File: src/rtl/msi_pkg.sv
// Shared types and constants for the merge insertion sorter.
package msi_pkg;

  localparam int VALUE_W  = 31;
  localparam int STATUS_W = 2;

  typedef logic [VALUE_W-1:0]  value_t;
  typedef logic [STATUS_W-1:0] status_t;

  localparam status_t STATUS_OK   = 2'd0;
  localparam status_t STATUS_DUP  = 2'd1;
  localparam status_t STATUS_FULL = 2'd2;

  typedef enum logic [1:0] {
    ST_COLLECT,
    ST_DRAIN,
    ST_ERR
  } state_t;

  // per-cycle command to every cell of the row
  typedef struct packed {
    logic ins;    // insert the incoming value at its sorted place
    logic shift;  // move every entry one cell towards the head
    logic clr;    // empty the whole row
  } cell_ctrl_t;

endpackage

File: src/rtl/msi_cell.sv
// One cell of the sorted insertion row: holds one entry and passes it to a neighbour.
module msi_cell import msi_pkg::*; (
  input  logic       clk,
  input  logic       rst,
  input  cell_ctrl_t ctrl,
  input  value_t     v,
  input  logic       prev_take,
  input  value_t     prev_value,
  input  logic       prev_valid,
  input  value_t     next_value,
  input  logic       next_valid,
  output value_t     value,
  output logic       valid,
  output logic       take,
  output logic       eq
);

  value_t value_next;
  logic   valid_next;

  // empty cells count as holding infinity, so take is monotonic along the row
  assign take = !valid || (v < value);
  assign eq   = valid && (v == value);

  always_comb begin
    value_next = value;
    valid_next = valid;
    if (ctrl.clr) begin
      valid_next = 1'b0;
    end else if (ctrl.shift) begin
      value_next = next_value;
      valid_next = next_valid;
    end else if (ctrl.ins && take) begin
      if (prev_take) begin
        value_next = prev_value;
        valid_next = prev_valid;
      end else begin
        value_next = v;
        valid_next = 1'b1;
      end
    end
  end

  always_ff @(posedge clk) begin
    value <= value_next;
  end

  always_ff @(posedge clk) begin
    if (rst) begin
      valid <= 1'b0;
    end else begin
      valid <= valid_next;
    end
  end

endmodule

File: config.mk
export PLATFORM = sky130hd
export DESIGN_NAME = msi_cell
export DESIGN_NICKNAME = d
export VERILOG_FILES = /design/src/rtl/msi_pkg.sv /design/src/rtl/msi_cell.sv
export SDC_FILE = /design/constraint.sdc
export NUM_CORES = 1
export LEC_CHECK = 0
export BUFFER_PORTS_ARGS = -buffer_cell sky130_fd_sc_hd__buf_4
export CORE_UTILIZATION = 41
export CTS_CLUSTER_DIAMETER = 100
export DETAILED_ROUTE_END_ITERATION = 7
export GPL_TIMING_DRIVEN = 0
export PLACE_DENSITY = 0.74
export SYNTH_ARGS = -nofsm -noshare
export SYNTH_HDL_FRONTEND = slang
export SYNTH_SLANG_ARGS = --single-unit
File: constraint.sdc
create_clock -name clk -period 3.7 [get_ports clk]
set_input_delay 0.185 -clock clk [delete_from_list [all_inputs] [get_ports clk]]
set_output_delay 0.185 -clock clk [all_outputs]
set_load 0.05 [all_outputs]
### Yosys cells after proc, flatten, opt, wreduce, memory -nomap -nowiden

Index checks and enable logic that the tools add are counted.

| word-level totals | value |
|---|---|
| register bits | 32 |
| latch bits | 0 |
| memory bits (writable) | 0 |
| memory bits (read-only) | 0 |
| output and inout port bits | 34 |
| memories kept | 0 |

| cells by class | value |
|---|---|
| add/subtract/negate cells | 0 |
| multipliers | 0 |
| divide/modulo/power cells | 0 |
| $lt $le $gt $ge | 1 |
| eq/ne operators | 1 |
| shift-type cells | 0 |
| multiplexer cells | 6 |
| bitwise gates (word level) | 1 |
| reductions and logical operators | 7 |

Operators by type and width:

| kind | count |
|---|---|
| $mux W31 | 3 |
| $eq A31 B31 Y1 | 1 |
| $lt A31 B31 Y1 | 1 |
| $mux W1 | 3 |
| $logic_and A1 B1 Y1 | 2 |
| $reduce_and A2 Y1 | 1 |
| $reduce_bool A2 Y1 | 1 |
| $reduce_or A2 Y1 | 1 |
| $logic_not A1 Y1 | 1 |
| $logic_or A1 B1 Y1 | 1 |
| $not A1 Y1 | 1 |

### Depth between registers and ports, before layout

Gate-level depths: netlist of run 1.

| logic depth | value |
|---|---|
| word-level depth | 5 |
| mapped depth | 7 |
| depth with buffers taken out | 7 |

### Least setup slack after synthesis of run 1

Ideal clock, no wire load.

| timing | value |
|---|---|
| kind | register to register |
| start | register value[29] |
| end | register value[0] (enable) |
| library setup time | 0.439 ns |
| arrival | 3.491 ns |
| data required time | 3.261 ns |
| slack | -0.230 ns |
| stages on the path, launching flop included | 7 |
| path buffers | 0 |
| clock period less this slack | 3.930 ns |
| cells stage by stage | edfxtp_1 -> inv_1 -> ha_1 -> a21o_1 -> a221oi_2 -> nand3_1 -> o41ai_2 |

| on the way | value |
|---|---|
| longest elaborated chain between the ends | 5 |

RTL lines:

| element | line | text |
|---|---|---|
| start, declared | msi_cell.sv:12 | `output value_t value,` |
| start signal, assigned | msi_cell.sv:45 | `value <= value_next;` |
| $lt A31 B31 Y1 | msi_cell.sv:22 | `assign take = !valid \|\| (v < value);` |
| $logic_or A1 B1 Y1 | msi_cell.sv:22 |  |
| $logic_and A1 B1 Y1 | msi_cell.sv:33 | `end else if (ctrl.ins && take) begin` |
| $reduce_bool A2 Y1 (no source line) | -- |  |
| $reduce_and A2 Y1 (no source line) | -- |  |

No other way between the ends.
A chain may end at the register's enable or synchronous reset.

### Worst setup path in the final report of run 1

| timing | value |
|---|---|
| start | register value[21] |
| end | register value[16] (enable) |

Same word-level chain as after synthesis.

==> results of run 1 <==
cells by family (layout without fill, tap and decap cells):
family	after synthesis	after routing	synth area share
AO/OA/AOI/OAI	60	60	0.1502
buffers and inverters	45	188	0.06862
AND/OR/NAND/NOR	67	67	0.1258
adder cells (fa/ha/maj)	31	31	0.1542
multiplexers	31	31	0.1233
flip-flops	32	32	0.3779
state kept, by name, indices dropped and copies added, names as in the netlist:
signal and cells:
valid 1, value 31
power by group through the flow:
stage | Combinational [mW] | Sequential [mW] | Clock [mW]
global placement | 0.473 | 0.471 | 0
detailed placement | 0.488 | 0.472 | 0
floorplan | 0.174 | 0.591 | 0
CTS | 0.490 | 0.464 | 0.305
global route | 0.530 | 0.468 | 0.322
finish | 0.486 | 0.464 | 0.301
worst paths after layout:
| check | start | end | slack [ps] |
|---|---|---|---|
| min | next_value[21] | value[21]$_DFFE_PP_ | 180 |
| min reg2reg | valid$_SDFFE_PP0P_ | valid$_SDFFE_PP0P_ | 910 |
| max | value[21]$_DFFE_PP_ | value[16]$_DFFE_PP_ | 640 |
| max reg2reg | value[21]$_DFFE_PP_ | value[16]$_DFFE_PP_ | 640 |
cells in the mapped netlist, types with 3 or more instances:
| master | instances | share of area |
|---|---|---|
| nand3_1 | 3 | 0.0060 |
| clkbuf_1 | 7 | 0.010 |
| nand4_1 | 5 | 0.012 |
| edfxtp_1 | 31 | 0.37 |
| nor3_1 | 3 | 0.0060 |
| a21oi_1 | 9 | 0.018 |
| o21ai_0 | 37 | 0.074 |
| ha_1 | 31 | 0.15 |
| nor2_1 | 7 | 0.010 |
| nand2_1 | 42 | 0.063 |
| mux2i_1 | 31 | 0.12 |
| buf_2 | 3 | 0.0060 |
| inv_1 | 34 | 0.051 |
cell type report:
type                    count  area, um^2  share of cell area
plain buffers              11       45.04             0.01204
clock buffers               8       100.1             0.02675
inverters                  34       127.6             0.03410
multi-input cells         189        1404              0.3751
flip-flops and latches     32       950.9              0.2541
well taps                  75       93.84             0.02508
repair buffers            135        1021              0.2728
critical path: stages, from the launching register on:
cell and delay, ps:
edfxtp_1 410, inv_1 70, ha_1 230, nand4_1 200, nor4_4 80, a221oi_2 270
nand3_1 170, o41ai_4 880, buf_6 280, buf_6 160
layer usage:
layer,GRT usage,vias up,part of all wire
met1,0.2519,1126,0.40
met5,0,-,0
li1,-,1236,-
met4,0.07679,0,0.019
met3,0.05227,11,0.068
met2,0.4017,91,0.51
metrics by stage:
stage                     cells  power [mW]  area (um^2)    util
final                       484       1.250         3742  0.6321
after global routing        484       1.321         3742  0.6321
after CTS                   484       1.259         3742  0.6321
after detailed placement    476      0.9592         3642  0.6152
after global placement      474      0.9434         3620  0.6114
after floorplan             266      0.7647         2527       -
==> impl_metrics.csv, run 1 <==
group,metric,value,unit
critical_path,rr_worst_depth,9,
floorplanning,rows,28,
clocking,cts_buffers,5,
floorplanning,initial_utilization,0.4250,
route,wirelength,6978,um
floorplanning,chipWidth,80.34,um
critical_path,required,3700,ps
power_and_ir_drop,p_leak,1.875,nW
timing,fin_hold_ws,175.6,ps
grt,grt_max_degree,14,
power_and_ir_drop,pwr-share-clk,0.241,
run,max_cap_violations,0,
synthesis,postSynthAreaPerCell,9.459,um^2
final_layout,mostFrequentLayoutCells,"buf_4 (133), nand2_1 (42), o21ai_0 (37)",
clocking,cts-root-buf,"clkbuf_8",
timing,slew_headroom,0.3560,
power_and_ir_drop,p_int,0.8126,mW
critical_path,path_max_fanout,13,
synthesis,synth_edf_count,31,
floorplanning,io_pins,135,
route,vias_per_cell,5.091,
outcome,outcome,"finished clean",
final_layout,fillers,531,
synthesis,syn_nets,398,
critical_path,path_class,"flip-flop to flip-flop",
clocking,clock_latency,290,ps
final_layout,drive_gt1_frac,0.3741,
synthesis,synthCells,266,
grt,antenna_found_initial,0,
critical_path,crit_arrival,3060,ps
final_layout,nets,540,
place,gp_congestion,0.8692,
clocking,cts_hold_buffers,0,
power_and_ir_drop,pwr-share-seq,0.371,
route,via_count,2464,
timing,setup_viol,0,
worst_hold_path,min_path_type,"primary input to flip-flop",
power_and_ir_drop,pwr-share-comb,0.388,
timing,fin_crit_sh,0.8264,
power_and_ir_drop,irDropWorstVdd,0.0001741,V
clocking,clockBufferDepth,2,
critical_path,crit_path_start_kind,"flip-flop",
final_layout,synthToLayoutAreaGrowth,48.73,%
timing,finalSetupTns,0,ps
clocking,post_cts_resize_count,0,
synthesis,async_flop_share,0,
route,detail-route-antenna-nets,0,
timing,slew_viol_final,0,
timing,fin_crit,3058,ps
timing,finalHoldViolCount,0,
power_and_ir_drop,p_per_area,334.0,mW/mm^2
power_and_ir_drop,switchingPower,0.4374,mW
synthesis,yosys_warnings,0,
route,dr.pass1.iters,4,
timing,fmax,327.0,MHz
synthesis,synth.distinct_cells,34,
floorplanning,die_area,0.006455,mm^2
clocking,cts_tree,"built",
grt,grt_usage,0.2218,
synthesis,ys_seq_elements,32,
route,drc,0,
clocking,htreeDepth,2,
power_and_ir_drop,switching_share,0.3499,
place,preCtsSetupSlack,628.9,ps
timing,worst_pin_slew,962.7,ps
synthesis,seq_area_frac_synth,0.3779,
synthesis,synthFlopType,"edfxtp_1",
synthesis,syn_area,0.002516,mm^2
route,drt_iter0_markers,52,
timing,setup_slack,642.2,ps
final_layout,antenna_cells,0,
worst_hold_path,min_path_cells,3,
grt,grt_pass1_wl,10800,um
place,dp_hpwl,5703,um
floorplanning,fp.dieH,80.34,um
clocking,cts_setup_buffers,0,
clocking,clkSinkCount,32,
final_layout,mostFrequentLayoutCell,"buf_4",
timing,skew,7.674,ps
timing,grt_setup_unrepaired,"no",
clocking,clk_pin_slew_worst_paths,70,ps
grt,overflow,0,
grt,grt_pass1_vias,2401,
place,portBuffers,133,
route,wl_per_cell,14.42,um
critical_path,cp-end-kind,"flip-flop",
floorplanning,core_area,0.005921,mm^2
Power figures use the tool's default switching activity.
==> inputs of run 2 (changes only) <==
--- a/config.mk
+++ b/config.mk
@@ -6,11 +6,11 @@
 export NUM_CORES = 1
 export LEC_CHECK = 0
 export BUFFER_PORTS_ARGS = -buffer_cell sky130_fd_sc_hd__buf_4
-export CORE_UTILIZATION = 41
+export CORE_UTILIZATION = 46
 export CTS_CLUSTER_DIAMETER = 100
 export DETAILED_ROUTE_END_ITERATION = 7
 export GPL_TIMING_DRIVEN = 0
-export PLACE_DENSITY = 0.74
+export PLACE_DENSITY = 0.79
 export SYNTH_ARGS = -nofsm -noshare
 export SYNTH_HDL_FRONTEND = slang
 export SYNTH_SLANG_ARGS = --single-unit
==> constraint.sdc (replaced) <==
create_clock -name clk -period 3.1 [get_ports clk]
set_input_delay 0.155 -clock clk [delete_from_list [all_inputs] [get_ports clk]]
set_output_delay 0.155 -clock clk [all_outputs]
set_load 0.05 [all_outputs]
==> run 2 against run 1 <==
  * Routed wire length up 0.66%
  * Via count fell by 0.16%
  * Cell count fell by 1.2%
  * Non-clock buffer count unchanged
  * Fmax grew 9.7%
  * Global-route usage up 2.9 points
  * Register-to-register slack worse by 330 ps
  * Clock power decreased by 2%
  * Clock skew shrank 5.3 ps
  * Worst setup slack lost 330 ps
  * Largest power group unchanged
==> impl_metrics.csv, run 2 (synthesis results as in run 1) <==
group,metric,value,unit
power_and_ir_drop,power.total,1.451,mW
critical_path,crit_path_start_kind,"flip-flop",
grt,grt_pass1_vias,2437,
final_layout,top_register,"value",
power_and_ir_drop,switching_share,0.3614,
grt,antenna_found_initial,0,
floorplanning,io_pins,135,
final_layout,multiInputGateArea,0.001466,mm^2
place,gp_congestion,0.8741,
timing,slew_viol_final,0,
timing,fin_crit_sh,0.8993,
clocking,clock_latency,280,ps
timing,fmax,358.7,MHz
floorplanning,fp.dieH,75.96,um
critical_path,crit_arrival,2770,ps
place,dp_hpwl,5845,um
final_layout,regArea,950.9,um^2
floorplanning,chipWidth,75.96,um
final_layout,top_regs,"value: 31 flops, valid: 1 flops",
critical_path,cp-end-kind,"flip-flop",
clocking,cts_tree,"built",
route,drc,0,
final_layout,largest_reg_flops,31,
grt,grt_pass1_wl,11470,um
place,preCtsSetupSlack,318.8,ps
grt,overflow,0,
power_and_ir_drop,pwr-share-comb,0.415,
route,vias_per_cell,5.146,
power_and_ir_drop,pwr-share-clk,0.204,
timing,finalSetupTns,0,ps
clocking,cts_hold_buffers,0,
floorplanning,rows,26,
route,dr.pass1.iters,4,
outcome,outcome,"finished clean",
power_and_ir_drop,p_leak,1.868,nW
final_layout,antenna_cells,0,
run,max_cap_violations,0,
clocking,cts_setup_buffers,0,
power_and_ir_drop,switchingPower,0.5244,mW
power_and_ir_drop,irDropWorstVdd,0.0002281,V
final_layout,final_util,0.7305,
clocking,clockBufferDepth,2,
power_and_ir_drop,p_int,0.9266,mW
place,placed_area,0.003702,mm^2
route,wl_per_cell,14.69,um
timing,worst_pin_slew,543.1,ps
critical_path,path_max_fanout,14,
place,portBuffers,133,
final_layout,nets,540,
grt,grt_usage,0.2507,
worst_hold_path,min_path_type,"primary input to flip-flop",
grt,grt_max_degree,15,
timing,finalHoldViolCount,0,
floorplanning,initial_utilization,0.4865,
final_layout,drive_gt1_frac,0.3897,
power_and_ir_drop,pwr-share-seq,0.381,
route,wirelength,7024,um
route,via_count,2460,
route,drt_iter0_markers,65,
final_layout,fillers,416,
timing,grt_setup_unrepaired,"no",
final_layout,mostFrequentLayoutCells,"buf_4 (133), nand2_1 (41), o21ai_0 (36)",
clocking,cts_buffers,5,
final_layout,synthToLayoutAreaGrowth,50.17,%
critical_path,path_class,"flip-flop to flip-flop",
clocking,clkSinkCount,32,
route,detail-route-antenna-nets,0,
floorplanning,die_area,0.005770,mm^2
power_and_ir_drop,p_per_area,384.0,mW/mm^2
clocking,htreeDepth,2,
clocking,post_cts_resize_count,0,
final_layout,mostFrequentLayoutCell,"buf_4",
final_layout,fin_area,0.003779,mm^2
clocking,clk_pin_slew_worst_paths,70,ps
clocking,cts-root-buf,"clkbuf_8",
timing,skew,2.379,ps
timing,slew_headroom,0.6367,
timing,setup_slack,312.0,ps
timing,fin_crit,2788,ps
floorplanning,core_area,0.005172,mm^2
critical_path,required,3080,ps
timing,setup_viol,0,
## run 2: cell types whose count changed in the layout (fill, tap and decap cells not counted), moves of 2 or more
cell / previous run / this run
clkinv_1: 0 / 2
nand3_2: 1 / 3
clkbuf_8: 7 / 5
nand3_1: 3 / 1
ha_1: 31 / 27
ha_4: 0 / 4
## run 2: power by group through the flow
stage	Combinational, mW	Sequential [mW]	Clock, mW
2_1_floorplan	0.220	0.705	0
3_3_place_gp	0.578	0.562	0
3_5_place_dp	0.604	0.562	0
4_1_cts	0.605	0.553	0.303
5_1_grt	0.651	0.558	0.321
6_report	0.602	0.553	0.296
## run 2: final timing paths
| check | depth (start not counted) | slack (ps) | start | endpoint |
|---|---|---|---|---|
| min reg2reg | 3 | 820 | valid$_SDFFE_PP0P_ | value[27]$_DFFE_PP_ |
| min | 3 | 160 | next_value[1] | value[1]$_DFFE_PP_ |
| max | 9 | 310 | value[16]$_DFFE_PP_ | value[18]$_DFFE_PP_ |
| max reg2reg | 9 | 310 | value[16]$_DFFE_PP_ | value[18]$_DFFE_PP_ |
## run 2: through the flow
step / instances / hold slack [ps]
after floorplan: 266 / 342.1
after global placement: 469 / 432.8
after detailed placement: 471 / 439.7
after CTS: 478 / 149.1
after global routing: 478 / 154.1
final: 478 / 155.8
## run 2: routing by layer
layer,global-route usage,up-vias,part of all wire
met5,0,-,0
met4,0.07115,0,0.017
met3,0.05542,13,0.063
met2,0.4482,96,0.51
met1,0.3010,1113,0.41
li1,-,1238,-
## run 2: critical path, stage by stage, from the launching register on
cell and delay (ps):
edfxtp_1 410, inv_1 70, ha_1 230, a21oi_1 150
o21ai_1 110, a221oi_2 320, nand3_2 160, o41ai_4 590
buf_8 240, buf_6 190
## run 2: area by class of cell
| cell class | count | share of cell area |
|---|---|---|
| multi-input combinational | 189 | 0.3881 |
| tap | 70 | 0.02318 |
| buffer | 11 | 0.01192 |
| sequential | 32 | 0.2517 |
| inverter | 34 | 0.03377 |
| clock buffer | 5 | 0.01821 |
| timing repair buffer | 135 | 0.2712 |
| clock inverter | 2 | 0.001987 |
